**src/hw/rtl/flia_ram.sv**
```systemverilog
// flia_ram: single-clock ram, one write port and one registered read port
// read data is registered, valid in the cycle after the read enable; contents undefined until written
// no dependencies
`default_nettype none

module flia_ram #(
  parameter int unsigned Width = 8,
  parameter int unsigned Depth = 4
) (
  input  wire logic                     clk_i,
  input  wire logic                     we_i,
  input  wire logic [$clog2(Depth)-1:0] waddr_i,
  input  wire logic [Width-1:0]         wdata_i,
  input  wire logic                     re_i,
  input  wire logic [$clog2(Depth)-1:0] raddr_i,
  output logic      [Width-1:0]         rdata_o
);

  logic [Width-1:0] mem_q [Depth];

  // write port
  always_ff @(posedge clk_i) begin
    if (we_i) begin
      mem_q[waddr_i] <= wdata_i;
    end
  end

  // registered read port
  always_ff @(posedge clk_i) begin
    if (re_i) begin
      rdata_o <= mem_q[raddr_i];
    end
  end

endmodule

`default_nettype wire

```
**config.mk**
```make
export PLATFORM = sky130hd
export DESIGN_NAME = flia_ram
export DESIGN_NICKNAME = d
export VERILOG_FILES = /design/src/hw/rtl/flia_ram.sv
export SDC_FILE = /design/constraint.sdc
export NUM_CORES = 1
export LEC_CHECK = 0
export ABC_AREA = 1
export BUFFER_PORTS_ARGS = -buffer_cell sky130_fd_sc_hd__clkbuf_2
export CAP_MARGIN = 20
export CELL_PAD_IN_SITES_DETAIL_PLACEMENT = 0
export CELL_PAD_IN_SITES_GLOBAL_PLACEMENT = 1
export CORE_ASPECT_RATIO = 1.75
export CORE_MARGIN = 2
export CORE_UTILIZATION = 30
export CTS_CLUSTER_DIAMETER = 30
export CTS_CLUSTER_SIZE = 20
export DETAILED_ROUTE_END_ITERATION = 7
export PLACE_DENSITY = 0.63
export SLEW_MARGIN = 20
export SYNTH_ARGS = -nofsm -noshare
export SYNTH_HDL_FRONTEND = slang
export SYNTH_SLANG_ARGS = --single-unit
```
**constraint.sdc**
```tcl
create_clock -name clk_i -period 1.1 [get_ports clk_i]
set_input_delay 0.055 -clock clk_i [delete_from_list [all_inputs] [get_ports clk_i]]
set_output_delay 0.055 -clock clk_i [all_outputs]
set_load 0.005 [all_outputs]
```
Yosys cells after proc, flatten, opt, wreduce, memory -nomap -nowiden
Memory sizes are Yosys's and may differ from the RTL's. A register that Yosys moved wholly into a read port is not among the register bits.
Cells that the tools add are included.
{"block": "op_classes", "mux": 2}
{"operator": "2-to-1 mux 1 bit", "n": 2}
{"block": "totals", "ff_bits": 0, "ramBits": 32, "inputBits": 15, "out_inout_bits": 8, "mem_count": 1}
{"name": "mem_q", "depth": 4, "width": 8, "rd": 1, "rd_ports_with_merged_regs": 1, "write_ports": 1, "line": "19", "rtl": "logic [Width-1:0] mem_q [Depth];"}

Depth between registers and ports, before layout
Gate-level depths: netlist (run 1).
{"block": "depth", "ltp_word": 2, "mapped_depth": 6, "depth_no_buf": 4}

Worst setup path after synthesis (run 1)
OpenSTA, ideal clock, no wires.
{"block": "synth_timing", "path_type": "input-to-reg", "from": "input waddr_i[0]", "to": "memory mem_q[3][0], enable pin", "setup_ns": 0.383, "arrival_ns": 0.735, "path_slack_ns": -0.018, "cell_stages": 2, "path_buffers": 0, "cell_sequence": "inv_1 > nor3_1"}
{"item": "start, declared", "line": "12", "rtl": "input wire logic [$clog2(Depth)-1:0] waddr_i,"}
{"item": "end, declared", "line": "19"}
No word-level cell before the write port.

==> results of run 1 <==
## stage by stage
step	TNS, ns	util (%)	hold slack [ns]
2_1_floorplan	-0.1491	-	0.1539
3_3_place_gp	0	34.48	0.2659
3_5_place_dp	0	34.48	0.2767
4_1_cts	0	38.45	0.1452
5_1_grt	0	38.45	0.1501
6_report	0	38.45	0.1296
## power by group through the flow
stage          logic, W  registers [W]  clock network, W
5_1_grt        0.000263        0.00179           0.00143
6_report       0.000226        0.00179           0.00135
3_5_place_dp   0.000208        0.00182                 0
4_1_cts        0.000231        0.00179           0.00138
2_1_floorplan  0.000119        0.00182                 0
3_3_place_gp   0.000201        0.00182                 0
## path summary, 6_finish.rpt
path	from	end
worst max register to register	mem_q[1][4]$_DFFE_PP_	rdata_o[4]$_DFFE_PP_
worst min register to register	mem_q[0][2]$_DFFE_PP_	rdata_o[2]$_DFFE_PP_
worst min-delay path	re_i	rdata_o[7]$_DFFE_PP_
worst max-delay path	mem_q[1][4]$_DFFE_PP_	rdata_o[4]$_DFFE_PP_
## final cells by class
cell class / count / area (um2)
clock buffers: 5 / 68.82
clock inverters: 2 / 60.06
fillers: 520 / 3234
inverters: 37 / 141.4
multi-input cells: 60 / 260.3
flip-flops and latches: 40 / 1201
well taps: 55 / 68.82
repair buffers: 34 / 220.2
## sequential cells by signal (all words and copies together), names as in the netlist
| name | count |
|---|---|
| mem_q | 32 |
| rdata_o | 8 |
## timing repair
action,in CTS,in global routing
hold buffers,8,0
gates resized for setup,0,0
hold endpoints to repair,32,0
## metal layers
layer	up-vias	track usage, %
met1	416	10.02
li1	517	-
met5	-	0
met2	29	16.05
met3	2	2.299
met4	0	5.641
## placed cells by master, fill, tap and decap left out, drive strengths merged
| master | count |
|---|---|
| inv | 37 |
| nand2 | 40 |
| buf | 4 |
| dlygate4sd3 | 8 |
| nand3 | 16 |
| bufinv | 2 |
| edfxtp | 40 |
| clkbuf | 27 |
| nor3 | 4 |
## cell families (layout without fill, tap and decap cells)
| family | Yosys count | in the layout | synth area share, % |
|---|---|---|---|
| DFF | 40 | 40 | 73.79 |
| buffers and inverters | 41 | 78 | 10.84 |
| and+or+nand+nor | 60 | 60 | 15.37 |
## worst max-delay path: cells and delay by family (launching register included)
kind | cells | cell delay [ns]
DFF | 1 | 0.37
and+or+nand+nor | 3 | 0.19
buffers and inverters | 1 | 0.06
==> impl_metrics.env, run 1 <==
export IMPL_status="complete, no violations"
export IMPL_async_flop_share_pct=0
export IMPL_layout_nets=193
export IMPL_synth_warnings=0
export IMPL_syn_area_per_cell_um2=11.54
export IMPL_synth_cell_type_count=9
export IMPL_fin_cells=233
export IMPL_yosys_area_top_type="edfxtp_1"
export IMPL_drc=0
export IMPL_grt_pass1_vias=953
export IMPL_yosysSeqAreaShare_pct=73.79
export IMPL_synth_seq_cells=40
export IMPL_peakVddDrop_mv=0.8013
export IMPL_io_buffers=22
export IMPL_dieArea_um2=6054
export IMPL_fmax_mhz=1148
export IMPL_power_share_sequential_pct=53.1
export IMPL_place_congestion=0.6515
export IMPL_critPathLaunchType="flop"
export IMPL_antenna_found_initial=0
export IMPL_hold_viol_final=0
export IMPL_path_class="reg2reg"
export IMPL_antenna_cells=0
export IMPL_place_hpwl_um=1902
export IMPL_clk_pin_slew_worst_paths_ns=0.07
export IMPL_swShare_pct=18.04
export IMPL_timing_slew_headroom_pct=77.30
export IMPL_period_share_pct=79.21
export IMPL_p_per_area_nw_per_um2=1665
export IMPL_cts_tree="done"
export IMPL_cp_slowest_cell="edfxtp_1"
export IMPL_synth_area_um2=1628
export IMPL_finalMaxSlewViolations=0
export IMPL_hold_depth=1
export IMPL_cp_end_kind="flop"
export IMPL_setup_viol=0
export IMPL_ff2ff_path_depth=4
export IMPL_finalWirelength_um=2434
export IMPL_rsz0062_at_grt="no"
export IMPL_netlist_top_cells_area="edfxtp_1 74%, nand2_1 9.2%, inv_1 8.3%, nand3_1 4.9%, buf_6 1.4%"
export IMPL_synth_commonest_cells="40 x edfxtp_1, 40 x nand2_1, 36 x inv_1"
export IMPL_crit_path_cell_trace="inv_1 > nand2_1 > nand3_1 > nand2_1"
export IMPL_wl_met3_um=114
export IMPL_wl_met2_um=1336
export IMPL_drive_above_1_share_pct=20.22
export IMPL_ys_flop_type="edfxtp_1"
export IMPL_drt_initial_drc_count=22
export IMPL_cp_arrival_ns=0.90
export IMPL_clk_latency_ns=0.28
export IMPL_min_period_ns=0.8713
export IMPL_chipHeight_um=101.4
export IMPL_gr_total_overflow=0
export IMPL_via_count=964
export IMPL_fin_skew_ns=0.001069
export IMPL_cap_viol_max_count=0
export IMPL_crit_required_ns=1.13
export IMPL_core_area_um2=5255
export IMPL_grt_total_usage_pct=9.372
export IMPL_p_sw_w=0.0006069
export IMPL_cts_root_buf="clkbuf_8"
export IMPL_r2r_slack_ns=0.23
export IMPL_fp_dieW_um=59.68
export IMPL_synthToLayoutAreaGrowth_pct=24.14
export IMPL_htreeDepth=2
export IMPL_leakagePower_nw=0.9207
export IMPL_critical_path_max_stage_delay_ns=0.37
export IMPL_dp_cells=218
export IMPL_via_per_inst=4.137
export IMPL_ant_nets=0
export IMPL_post_cts_setup_buffer_count=0
export IMPL_cts_sinks=40
export IMPL_routedWlPerCell_um=10.45
export IMPL_dr_pass1_iters=4
export IMPL_start_util_pct=30.98
export IMPL_fin_ws_ns=0.2287
export IMPL_postSynthCellCount=141
export IMPL_ctsLongestPathBuffers=2
export IMPL_io_pins=23
export IMPL_fin_area_um2=2021
export IMPL_grt_max_degree=18
export IMPL_synth_edf_count=40
export IMPL_grt_pass1_wl_um=4188
export IMPL_cpMostUsedCell="nand2_1"
export IMPL_yosys_area_top_type_share_pct=73.79
export IMPL_rows=35
export IMPL_pre_cts_ws_ns=0.1309
export IMPL_p_total_w=0.003365
export IMPL_wl_met1_um=933
export IMPL_numCtsBuffers=5
export IMPL_pwr_share_comb_pct=6.7
export IMPL_syn_nets=156
export IMPL_top_layer="met4"
export IMPL_internal_power_w=0.002758
export IMPL_crit_fanout=1
export IMPL_hold_class="in2reg"
export IMPL_worst_slew_pin_transition_ns=0.3405
export IMPL_pwr_share_clk_pct=40.1
export IMPL_placed_area_um2=1812
Note: power is estimated with default switching activity, not from simulation.
==> run 2: changes to the inputs <==
clock period = 0.8 ns   (was 1.1 ns; I/O delays follow)
==> impl_metrics.env, run 2 (synthesis gave the netlist of run 1 again) <==
export IMPL_routedWlPerCell_um=10.59
export IMPL_crit_path_cell_trace="inv_1 > nand2_1 > nand3_1 > nand2_1"
export IMPL_grt_pass1_wl_um=4291
export IMPL_start_util_pct=30.98
export IMPL_dr_pass1_iters=4
export IMPL_ant_nets=0
export IMPL_gr_total_overflow=0
export IMPL_crit_fanout=1
export IMPL_cp_slowest_cell="edfxtp_1"
export IMPL_finalWirelength_um=2499
export IMPL_antenna_found_initial=0
export IMPL_final_cell_mix="40 x nand2_1, 40 x edfxtp_1, 36 x inv_1"
export IMPL_clk_pin_slew_worst_paths_ns=0.07
export IMPL_rows=35
export IMPL_io_pins=23
export IMPL_reg_top3="mem_q: 32 flops, rdata_o: 8 flops"
export IMPL_place_congestion=0.7048
export IMPL_cpMostUsedCell="nand2_1"
export IMPL_peakVddDrop_mv=0.9457
export IMPL_drc=0
export IMPL_hold_depth=1
export IMPL_dieArea_um2=6054
export IMPL_fin_ws_ns=-0.06652
export IMPL_hold_viol_final=0
export IMPL_path_class="reg2reg"
export IMPL_cp_num_buf_inv=1
export IMPL_tns_ns=-0.3669
export IMPL_synthToLayoutAreaGrowth_pct=23.98
export IMPL_fmax_mhz=1154
export IMPL_drive_above_1_share_pct=22.10
export IMPL_ff2ff_path_depth=4
export IMPL_crit_required_ns=0.84
export IMPL_leakagePower_nw=0.9141
export IMPL_cp_arrival_ns=0.91
export IMPL_critPathTopFamily="flip-flops"
export IMPL_grt_max_degree=17
export IMPL_period_share_pct=108.3
export IMPL_postCtsResizedCells=0
export IMPL_cp_num_cells=4
export IMPL_top_register="mem_q"
export IMPL_cts_tree="done"
export IMPL_clk_latency_ns=0.28
export IMPL_place_hpwl_um=1961
export IMPL_cap_viol_max_count=0
export IMPL_status="finished, violations left"
export IMPL_core_area_um2=5255
export IMPL_worst_slew_pin_transition_ns=0.2767
export IMPL_dp_cells=220
export IMPL_antenna_cells=0
export IMPL_cts_root_buf="clkbuf_8"
export IMPL_chipHeight_um=101.4
export IMPL_drt_initial_drc_count=21
export IMPL_via_count=970
export IMPL_violations="negative setup slack"
export IMPL_grt_pass1_vias=924
export IMPL_timing_slew_headroom_pct=81.53
export IMPL_critPathLaunchType="flop"
export IMPL_finalMaxSlewViolations=0
export IMPL_p_per_area_nw_per_um2=2015
export IMPL_via_per_inst=4.110
export IMPL_io_buffers=22
export IMPL_ctsLongestPathBuffers=2
export IMPL_fin_cells=236
export IMPL_critical_path_max_stage_delay_ns=0.38
export IMPL_fp_dieW_um=59.68
export IMPL_largest_reg_flops=32
export IMPL_grt_total_usage_pct=9.822
export IMPL_min_period_ns=0.8665
export IMPL_p_total_w=0.004067
export IMPL_hold_class="in2reg"
export IMPL_numCtsBuffers=5
export IMPL_cts_sinks=40
export IMPL_hold_ws_ns=0.1201
export IMPL_setup_viol=9
export IMPL_post_cts_setup_buffer_count=0
export IMPL_cp_end_kind="flop"
export IMPL_rsz0062_at_grt="yes"
export IMPL_fin_skew_ns=0.003302
export IMPL_htreeDepth=2
export IMPL_layout_nets=195
run 2: cell types whose count changed in the layout (fill, tap and decap cells not counted), sizes merged:
cell      change
buf           +2
bufinv        -2
clkbuf        +1
clkinv        +1
clkinvlp      +1
run 2: timing repair:
action                                  4_1_cts  5_1_grt
pin swaps                                     5        9
hold buffers                                  8        0
endpoints found under the setup margin       15       16
endpoints found under the hold margin        32        0
run 2: metal layers:
layer / vias up / share of wire, % / GRT usage, %
met3: 2 / 3.4 / 2.427
li1: 520 / - / -
met5: - / 0 / 0
met4: 0 / 2.0 / 6.154
met2: 19 / 58 / 17.73
met1: 429 / 37 / 9.476
run 2: report_power, final:
group | internal (W) | total, W | switching, W
sequential | 0.00243 | 0.00246 | 0.0000257
clock | 0.000619 | 0.00128 | 0.000658
combinational | 0.000146 | 0.000331 | 0.000185
total | 0.00320 | 0.00407 | 0.000869
run 2: through the flow:
stage          utilization (%)  worst slack [ns]  cell area [um2]
5_1_grt                  38.40           -0.1304             2018
6_report                 38.40          -0.06652             2018
3_5_place_dp             35.19           -0.1021             1849
2_1_floorplan                -          -0.07836             1648
3_3_place_gp             35.19          -0.09415             1849
4_1_cts                  38.40          -0.06877             2018
run 2: cell type report:
| cell class | count | area [um2] |
|---|---|---|
| flip-flops and latches | 40 | 1201 |
| repair buffers | 36 | 247.7 |
| clock buffers | 6 | 72.57 |
| well taps | 55 | 68.82 |
| fillers | 514 | 3237 |
| clock inverters | 2 | 16.27 |
| inverters | 37 | 141.4 |
| multi-input cells | 60 | 270.3 |
run 2: worst paths after layout:
path | startpoint | end | slack, ns
setup / recovery | mem_q[0][1]$_DFFE_PP_ | rdata_o[1]$_DFFE_PP_ | -0.07
hold / removal | re_i | rdata_o[5]$_DFFE_PP_ | 0.12
setup reg to reg | mem_q[0][1]$_DFFE_PP_ | rdata_o[1]$_DFFE_PP_ | -0.07
hold reg to reg | mem_q[3][5]$_DFFE_PP_ | rdata_o[5]$_DFFE_PP_ | 0.62
