===== config.mk =====
export PLATFORM = sky130hd
export DESIGN_NAME = flia_ctrl
export DESIGN_NICKNAME = d
export VERILOG_FILES = /design/src/hw/rtl/flia_pkg.sv /design/src/hw/rtl/flia_ctrl.sv
export SDC_FILE = /design/constraint.sdc
export NUM_CORES = 1
export LEC_CHECK = 0
export BUFFER_PORTS_ARGS = -buffer_cell sky130_fd_sc_hd__buf_2
export CORE_ASPECT_RATIO = 1.5
export CORE_MARGIN = 1
export CORE_UTILIZATION = 50
export DETAILED_ROUTE_END_ITERATION = 10
export PLACE_DENSITY = 0.84
export REMOVE_ABC_BUFFERS = 1
export SLEW_MARGIN = 20
export SYNTH_ARGS = -nofsm -noshare
export SYNTH_HDL_FRONTEND = slang
export SYNTH_SLANG_ARGS = --single-unit

===== constraint.sdc =====
create_clock -name clk_i -period 12.1 [get_ports clk_i]
set_input_delay 1.21 -clock clk_i [delete_from_list [all_inputs] [get_ports clk_i]]
set_output_delay 1.21 -clock clk_i [all_outputs]
set_load 0.05 [all_outputs]

===== src/hw/rtl/flia_pkg.sv =====
// flia_pkg: shared codes for the free-list index allocator
// request kinds, result status codes and controller states
// no dependencies
`default_nettype none

package flia_pkg;

  // request kind of one transaction
  typedef enum logic [1:0] {
    OP_ALLOC  = 2'd0,
    OP_FREE   = 2'd1,
    OP_LOOKUP = 2'd2,
    OP_BAD    = 2'd3
  } op_e;

  // result status
  typedef enum logic [1:0] {
    ST_OK        = 2'd0,
    ST_EXHAUSTED = 2'd1,
    ST_RANGE     = 2'd2,
    ST_FULL      = 2'd3
  } status_e;

  // controller state
  typedef enum logic {
    S_IDLE = 1'b0,
    S_EXEC = 1'b1
  } state_e;

  // tag field width is fixed by the interface
  localparam int unsigned TagW = 32;

endpackage

`default_nettype wire


===== src/hw/rtl/flia_ctrl.sv =====
// flia_ctrl: request sequencer, stack pointer, fresh-index counter and result register
// drives the read and write ports of the recycle stack ram and the entry table ram
// depends on flia_pkg
`default_nettype none

module flia_ctrl #(
  parameter int unsigned ENTRIES   = 1024,
  parameter int unsigned KIND_BITS = 8
) (
  input  wire logic                       clk_i,
  input  wire logic                       rst_ni,
  // request side
  input  wire logic                       start,
  output logic                            busy,
  input  wire logic [1:0]                 kind_i,
  input  wire logic [$clog2(ENTRIES)-1:0] entry_index_i,
  input  wire logic [KIND_BITS-1:0]       entry_kind_i,
  input  wire logic [flia_pkg::TagW-1:0]  entry_tag_i,
  // recycle stack ram
  output logic                            stk_re_o,
  output logic      [$clog2(ENTRIES)-1:0] stk_raddr_o,
  input  wire logic [$clog2(ENTRIES)-1:0] stk_rdata_i,
  output logic                            stk_we_o,
  output logic      [$clog2(ENTRIES)-1:0] stk_waddr_o,
  output logic      [$clog2(ENTRIES)-1:0] stk_wdata_o,
  // entry table ram
  output logic                            tbl_re_o,
  output logic      [$clog2(ENTRIES)-1:0] tbl_raddr_o,
  input  wire logic [KIND_BITS-1:0]       tbl_rkind_i,
  input  wire logic [flia_pkg::TagW-1:0]  tbl_rtag_i,
  output logic                            tbl_we_o,
  output logic      [$clog2(ENTRIES)-1:0] tbl_waddr_o,
  output logic      [KIND_BITS-1:0]       tbl_wkind_o,
  output logic      [flia_pkg::TagW-1:0]  tbl_wtag_o,
  // result side
  output logic                            done_o,
  output logic      [$clog2(ENTRIES)-1:0] result_index_o,
  output logic      [KIND_BITS-1:0]       kind_out_o,
  output logic      [flia_pkg::TagW-1:0]  tag_out_o,
  output logic      [1:0]                 status_o
);

  import flia_pkg::*;

  localparam int unsigned IdxW = $clog2(ENTRIES);
  localparam logic [IdxW:0] EntriesW = (IdxW+1)'(ENTRIES);
  localparam logic [IdxW:0] OneW     = (IdxW+1)'(1);

  state_e state_q, state_d;
  logic   accept;

  // captured request
  op_e                 op_q;
  logic [IdxW-1:0]     idx_q;
  logic [KIND_BITS-1:0] kind_q;
  logic [TagW-1:0]     tag_q;

  // allocator state
  logic [IdxW:0] top_q, top_d;
  logic [IdxW:0] fresh_q, fresh_d;
  logic          entry0_wr_q, entry0_wr_d;
  logic [IdxW:0] top_dec;

  // result register
  logic                 done_q;
  logic [IdxW-1:0]      res_idx_q, res_idx_d;
  logic [KIND_BITS-1:0] res_kind_q, res_kind_d;
  logic [TagW-1:0]      res_tag_q, res_tag_d;
  status_e              res_st_q, res_st_d;

  // next state
  always_comb begin
    state_d = state_q;
    case (state_q)
      S_IDLE: begin
        if (start) begin
          state_d = S_EXEC;
        end
      end
      S_EXEC: begin
        state_d = S_IDLE;
      end
      default: begin
        state_d = S_IDLE;
      end
    endcase
  end

  // state outputs and ram read ports, reads issued with the accepting edge
  always_comb begin
    busy        = (state_q == S_EXEC);
    accept      = start && (state_q == S_IDLE);
    top_dec     = top_q - OneW;
    stk_re_o    = accept;
    stk_raddr_o = top_dec[IdxW-1:0];
    tbl_re_o    = accept;
    tbl_raddr_o = entry_index_i;
  end

  // execute step: read data is back, decide, write rams and pointers
  always_comb begin
    top_d       = top_q;
    fresh_d     = fresh_q;
    entry0_wr_d = entry0_wr_q;
    stk_we_o    = 1'b0;
    stk_waddr_o = top_q[IdxW-1:0];
    stk_wdata_o = idx_q;
    tbl_we_o    = 1'b0;
    tbl_waddr_o = stk_rdata_i;
    tbl_wkind_o = kind_q;
    tbl_wtag_o  = tag_q;
    res_idx_d   = idx_q;
    res_kind_d  = '0;
    res_tag_d   = '0;
    res_st_d    = ST_OK;
    if (state_q == S_EXEC) begin
      case (op_q)
        OP_ALLOC: begin
          if (top_q != '0) begin
            top_d    = top_dec;
            tbl_we_o = 1'b1;
          end else if (fresh_q < EntriesW) begin
            tbl_waddr_o = fresh_q[IdxW-1:0];
            fresh_d     = fresh_q + OneW;
            tbl_we_o    = 1'b1;
          end
          if (tbl_we_o) begin
            res_idx_d  = tbl_waddr_o;
            res_kind_d = kind_q;
            res_tag_d  = tag_q;
            if (tbl_waddr_o == '0) begin
              entry0_wr_d = 1'b1;
            end
          end else begin
            res_idx_d = '0;
            res_st_d  = ST_EXHAUSTED;
          end
        end
        OP_FREE: begin
          if ({1'b0, idx_q} >= EntriesW) begin
            res_st_d = ST_RANGE;
          end else if (top_q >= EntriesW) begin
            res_st_d = ST_FULL;
          end else begin
            stk_we_o = 1'b1;
            top_d    = top_q + OneW;
          end
        end
        OP_LOOKUP: begin
          if (({1'b0, idx_q} >= fresh_q) || ({1'b0, idx_q} >= EntriesW)) begin
            res_st_d = ST_RANGE;
          end else if ((idx_q != '0) || entry0_wr_q) begin
            // the reserved entry reads as zero until something is stored there
            res_kind_d = tbl_rkind_i;
            res_tag_d  = tbl_rtag_i;
          end
        end
        default: begin
          res_idx_d = '0;
          res_st_d  = ST_RANGE;
        end
      endcase
    end
  end

  // control registers
  always_ff @(posedge clk_i or negedge rst_ni) begin
    if (!rst_ni) begin
      state_q     <= S_IDLE;
      top_q       <= '0;
      fresh_q     <= OneW;
      entry0_wr_q <= 1'b0;
      done_q      <= 1'b0;
    end else begin
      state_q     <= state_d;
      top_q       <= top_d;
      fresh_q     <= fresh_d;
      entry0_wr_q <= entry0_wr_d;
      done_q      <= (state_q == S_EXEC);
    end
  end

  // request capture
  always_ff @(posedge clk_i) begin
    if (accept) begin
      op_q   <= op_e'(kind_i);
      idx_q  <= entry_index_i;
      kind_q <= entry_kind_i;
      tag_q  <= entry_tag_i;
    end
  end

  // result payload
  always_ff @(posedge clk_i) begin
    if (state_q == S_EXEC) begin
      res_idx_q  <= res_idx_d;
      res_kind_q <= res_kind_d;
      res_tag_q  <= res_tag_d;
      res_st_q   <= res_st_d;
    end
  end

  assign done_o         = done_q;
  assign result_index_o = res_idx_q;
  assign kind_out_o     = res_kind_q;
  assign tag_out_o      = res_tag_q;
  assign status_o       = res_st_q;

`ifndef SYNTHESIS
  // every accepted transaction is followed by a result strobe once its execute step ends
  a_accept_done: assert property (@(posedge clk_i) disable iff (!rst_ni)
    accept |-> ##2 done_q)
    else $error("accepted transaction gave no result");

  // no result strobe while a transaction is executing
  a_done_idle: assert property (@(posedge clk_i) disable iff (!rst_ni)
    done_q |-> (state_q == S_IDLE))
    else $error("result strobe overlaps execute step");

  // pointers stay inside the table
  a_ptr_range: assert property (@(posedge clk_i) disable iff (!rst_ni)
    (top_q <= EntriesW) && (fresh_q <= EntriesW) && (fresh_q != '0))
    else $error("stack top or fresh index out of range");

  // a ram write only happens in the execute step, one ram at a time
  a_write_exec: assert property (@(posedge clk_i) disable iff (!rst_ni)
    (stk_we_o || tbl_we_o) |-> ((state_q == S_EXEC) && !(stk_we_o && tbl_we_o)))
    else $error("ram write outside execute step");

  // the stack top holds while idle; pop and push move it only from the execute step
  a_top_step: assert property (@(posedge clk_i) disable iff (!rst_ni)
    (state_q == S_IDLE) |=> $stable(top_q) || (state_q == S_EXEC))
    else $error("stack top moved while idle");
`endif

endmodule

`default_nettype wire


; After elaboration in Yosys (flattened, before gate mapping)
; Cells that the tools add are included.
[op_classes]
add_sub_neg = 3
n_lt_le_gt_ge = 3
eq_ne = 4
n_mux = 34
n_bitwise = 2
n_reduce_logical = 11
[ops]
columns = cell, count
row1 = $mux W32, 3
row2 = $mux W10, 7
row3 = $pmux W32 S2, 1
row4 = $mux W8, 3
row5 = $add A11 B1 Y11 const B, 2
row6 = $mux W11, 2
row7 = $pmux W11 S2, 1
row8 = $pmux W10 S2, 1
row9 = $pmux W8 S2, 1
row10 = $reduce_and A4 Y1, 3
row11 = $ge A10 B11 Y1, 1
row12 = $ge A11 B11 Y1 const B, 1
row13 = $lt A11 B11 Y1 const B, 1
row14 = $mux W1, 11
row15 = $reduce_bool A11 Y1, 1
row16 = $sub A11 B1 Y11 const B, 1
row17 = $logic_not A10 Y1, 1
row18 = $reduce_bool A10 Y1, 1
row19 = $pmux W2 S3, 1
row20 = $mux W2, 2
row21 = $ne A2 B2 Y1 const B, 2
row22 = $eq A2 B1 Y1 const B, 1
row23 = $eq A2 B2 Y1 const B, 1
row24 = $logic_not A2 Y1, 1
row25 = 6 further kinds, 7
[word_totals]
reg_bits = 129
in_bits = 105
out_inout_bits = 148

; Logic depth before layout (Yosys ltp)
[depth]
ltp_word = 7
ltp_mapped = 9
ltp_nobuf = 7

; Least setup slack after synthesis
; OpenSTA, ideal clock, no wires.
[synth_timing]
kind = register -> output
start = reg state_q (netlist: busy)
end = out tbl_re_o
arrival_time_ns = 5.119
required_time_ns = 10.890
slack_ns = 5.771
path_stages_with_launch = 3
path_buffers = 1
path_cell_list = dfrtp_1 -> nor2b_1 -> buf_4
[synth_via]
elab_chain_len = 2
[synth_rtl]
columns = item, line_no
row1 = from (decl), flia_ctrl.sv:49  ; state_e state_q, state_d;
row2 = from (signal assigned), flia_ctrl.sv:175  ; state_q <= state_d;
row3 = $not A1 Y1, flia_ctrl.sv:92  ; accept = start && (state_q == S_IDLE);
row4 = $logic_and A1 B1 Y1, flia_ctrl.sv:92
row5 = to (decl), flia_ctrl.sv:27  ; output logic tbl_re_o,
; No other way between the ends.

; Final worst setup path
[layout_timing]
start = reg top_q[6]
end = out tbl_waddr_o[6]
[layout_via]
elab_chain_len = 6
[layout_rtl]
columns = item, line_no
row1 = from (decl), flia_ctrl.sv:59  ; logic [IdxW:0] top_q, top_d;
row2 = from (signal assigned), flia_ctrl.sv:176  ; top_q <= top_d;
row3 = $reduce_bool A11 Y1, flia_ctrl.sv:119  ; if (top_q != '0) begin
row4 = $mux W10, flia_ctrl.sv:119
row5 = $mux W10, flia_ctrl.sv:117  ; case (op_q)
row6 = $mux W10, flia_ctrl.sv:116  ; if (state_q == S_EXEC) begin
row7 = $mux W10, flia_ctrl.sv:117
row8 = $mux W10, flia_ctrl.sv:116
row9 = to (decl), flia_ctrl.sv:32  ; output logic [$clog2(ENTRIES)-1:0] tbl_waddr_o,
; No other way between the ends. The select of a mux whose other input is x is not followed.

==> impl_metrics.ini <==
[placed_design]
portBuffers = 252
place.gp.congestion = 0.885
placed_cells = 792
place_area_um2 = 7120
dp_hpwl_um = 11400

[global_routing]
antenna_found_initial = 0
first_global_vias = 4478
grt-busiest-layer = met2
grt_pass1_wl_um = 23800
met3_usage_pct = 4.67
met2_usage_pct = 46.4
grt_use_total_pct = 25.3
use_met1_pct = 28.3
grt_max_degree = 58
grt-ovfl-total = 0

[logic_synthesis]
yosysSeqAreaShare_pct = 63.6
synth_ff_type = edfxtp_1
synth-async-reset-ratio_pct = 19.4
synth_area_um2 = 5890
avgSynthCellArea_um2 = 13.6
synth_most_common_cell = edfxtp_1
synth_top_area_share_pct = 53.0
yosys-top-cells-count = edfxtp_1 (104), a22o_1 (50), nand2_1 (27)
ys_warn_count = 0
ys_ff_latch = 129
ys_top_cells_by_area = edfxtp_1 (53%), dfrtp_1 (10%), a22o_1 (7.4%)
synth_edf_count = 104
yosys.area.top_type = edfxtp_1
syn_inst = 433
synth_cell_type_count = 49

[die]
core_um2 = 11500
start_util_pct = 51.4
die_area_um2 = 12200
die_h_um = 135
die_w_um = 90.6
row_count = 48
pin_count = 253

[clocking]
clockBufferDepth = 2
ctsResizeCount = 0
cts_hold_buffers = 0
clkSinkCount = 129
cts_setup_buffers = 0
clkLatencyLatePin_ps = 410
htree_num_levels = 4
cts_root_buffer = clkbuf_16
cts_buffers = 17
cts_tree = done
clk_pin_slew_ps = 60

[pwr]
fin_total_pwr_mw = 1.58
p_sw_mw = 0.556
p_leak_nw = 3.40
vdd_drop_max_v = 0.000200
clkPwrFrac_pct = 37.1
powerDensity_nw_per_um2 = 201
p_int_mw = 1.02
seqPwrFrac_pct = 36.2
sw_frac_of_total_pct = 35.3
combPwrFrac_pct = 26.7

[worst_setup_path]
critical_path.max_fanout = 24
cpMostUsedCell = or4_1
cp-start-kind = register
cp.required_ps = 10890
cp-end-kind = primary output
cp_cell_sequence = or4_1 -> or4_1 -> or3_4 -> mux2_2 -> buf_2
slowest_stage = or4_1
critical_path_class = register to primary output
max_stage_delay_ps = 790
worstPathArrival_ps = 3390
path_buf_inv = 1
cp_top_family = simple AND/OR/NAND/NOR gates

[sta]
setup_viol = 0
clock_skew_ps = 8.51
fin_setup_tns_ps = 0
worst_slew_pin_slew_ps = 807
fin_crit_ps = 4600
finalHoldViolCount = 0
fin_crit_sh_pct = 38.0
maxSlewHeadroom_pct = 46.2
fmax_mhz = 217
rsz0062_at_grt = no
finalMaxSlewViolations = 0
hold_ws_ps = 525

[worst_hold_path]
worstHoldPathType = register to register

[final_layout]
num_antenna_cells = 0
fin_area_um2 = 7830
stdcell_count = 825
fin_nets = 784
syn_to_final_growth_pct = 33.0
final_layout_size_suffix_gt1_share_pct = 45.9

[drt]
postRouteAntennaNets = 0
drc_errors = 0
routed_wl_um = 15700
wl_per_cell_um = 19.0
drt_iter0_drc = 238
vias_per_cell = 5.67
vias = 4675
dr.pass1.iters = 4

[job]
cap_violations = 0

[outcome]
outcome = finished clean
-- final timing paths --
| check | startpoint | to | slack, ps | cells past startpoint |
|---|---|---|---|---|
| max in group asynchronous | rst_ni | busy | 10860 | 1 |
| max reg2reg | top_q[6] | fresh_q[5] | 8950 | 5 |
| min reg2reg | entry0_wr_q | entry0_wr_q | 530 | 1 |
| max | top_q[6] | tbl_waddr_o[6] | 7500 | 5 |
| min in group asynchronous | rst_ni | fresh_q[3] | 800 | 1 |
| min | entry0_wr_q | entry0_wr_q | 530 | 1 |
-- metrics by stage --
step / setup WS (ps) / utilization [%]
floorplan: 5730 / -
global placement: 8000 / 62.1
detailed placement: 7960 / 62.1
CTS: 7500 / 68.1
global route: 7360 / 68.3
finish: 7500 / 68.3
-- registers in the layout (all words and copies together) (netlist names) --
| signal | flops |
|---|---|
| stk_wdata_o | 10 |
| op_q | 2 |
| top_q | 11 |
| result_index_o | 10 |
| tbl_wtag_o | 32 |
| tag_out_o | 32 |
| fresh_q | 11 |
| kind_out_o | 8 |
| busy | 1 |
| tbl_wkind_o | 8 |
| status_o | 2 |
| done_o | 1 |
| entry0_wr_q | 1 |
-- metal layers --
layer	vias to the layer above	part of all wire, %
met5	-	0
met4	0	3.1
met3	40	7.5
met2	284	54
met1	2256	35
li1	2095	-
-- cell families (layout without fill, tap and decap cells) --
| kind of cell | Yosys count | after routing | synth area share (%) |
|---|---|---|---|
| compound gates | 92 | 92 | 12.2 |
| xor+xnor | 26 | 26 | 3.99 |
| fa+ha+maj | 17 | 17 | 3.61 |
| buf+inv | 63 | 305 | 5.63 |
| flops | 129 | 129 | 63.6 |
| mux | 13 | 13 | 2.42 |
| simple gates | 93 | 93 | 8.49 |
-- cells in the final DEF (no fill, tap or decap), types with 3 or more instances in the layout --
cell and n:
a21o_1 4, a21oi_1 9, a22o_1 50, buf_2 252
buf_4 4, bufinv_16 6, clkbuf_16 17, clkinv_4 5
dfrtp_1 23, edfxtp_1 104, ha_1 17, inv_1 16
mux2_2 10, mux2i_1 3, nand2_1 27, nand2b_1 4
nand3_1 10, nand4_1 9, nor2_1 7, nor3_1 5
nor4_1 9, o21ai_0 7, o31ai_1 10, or3_1 5
xnor2_1 19, xor2_1 6
-- power by group through the flow --
stage	Clock [mW]	Combinational [mW]	Sequential, mW
3_3_place_gp	0	0.414	0.573
2_1_floorplan	0	0.179	0.699
5_1_grt	0.613	0.439	0.576
4_1_cts	0.593	0.421	0.570
3_5_place_dp	0	0.419	0.578
6_report	0.585	0.421	0.570
-- cell type report --
| type | count | area (um^2) |
|---|---|---|
| sequential | 129 | 3750 |
| fill | 840 | 3640 |
| tap | 150 | 188 |
| clock inverter | 14 | 253 |
| timing repair buffer | 257 | 1320 |
| multi-input combinational | 241 | 1830 |
| inverter | 16 | 60.1 |
| clock buffer | 18 | 429 |
Power figures use the tool's default switching activity.
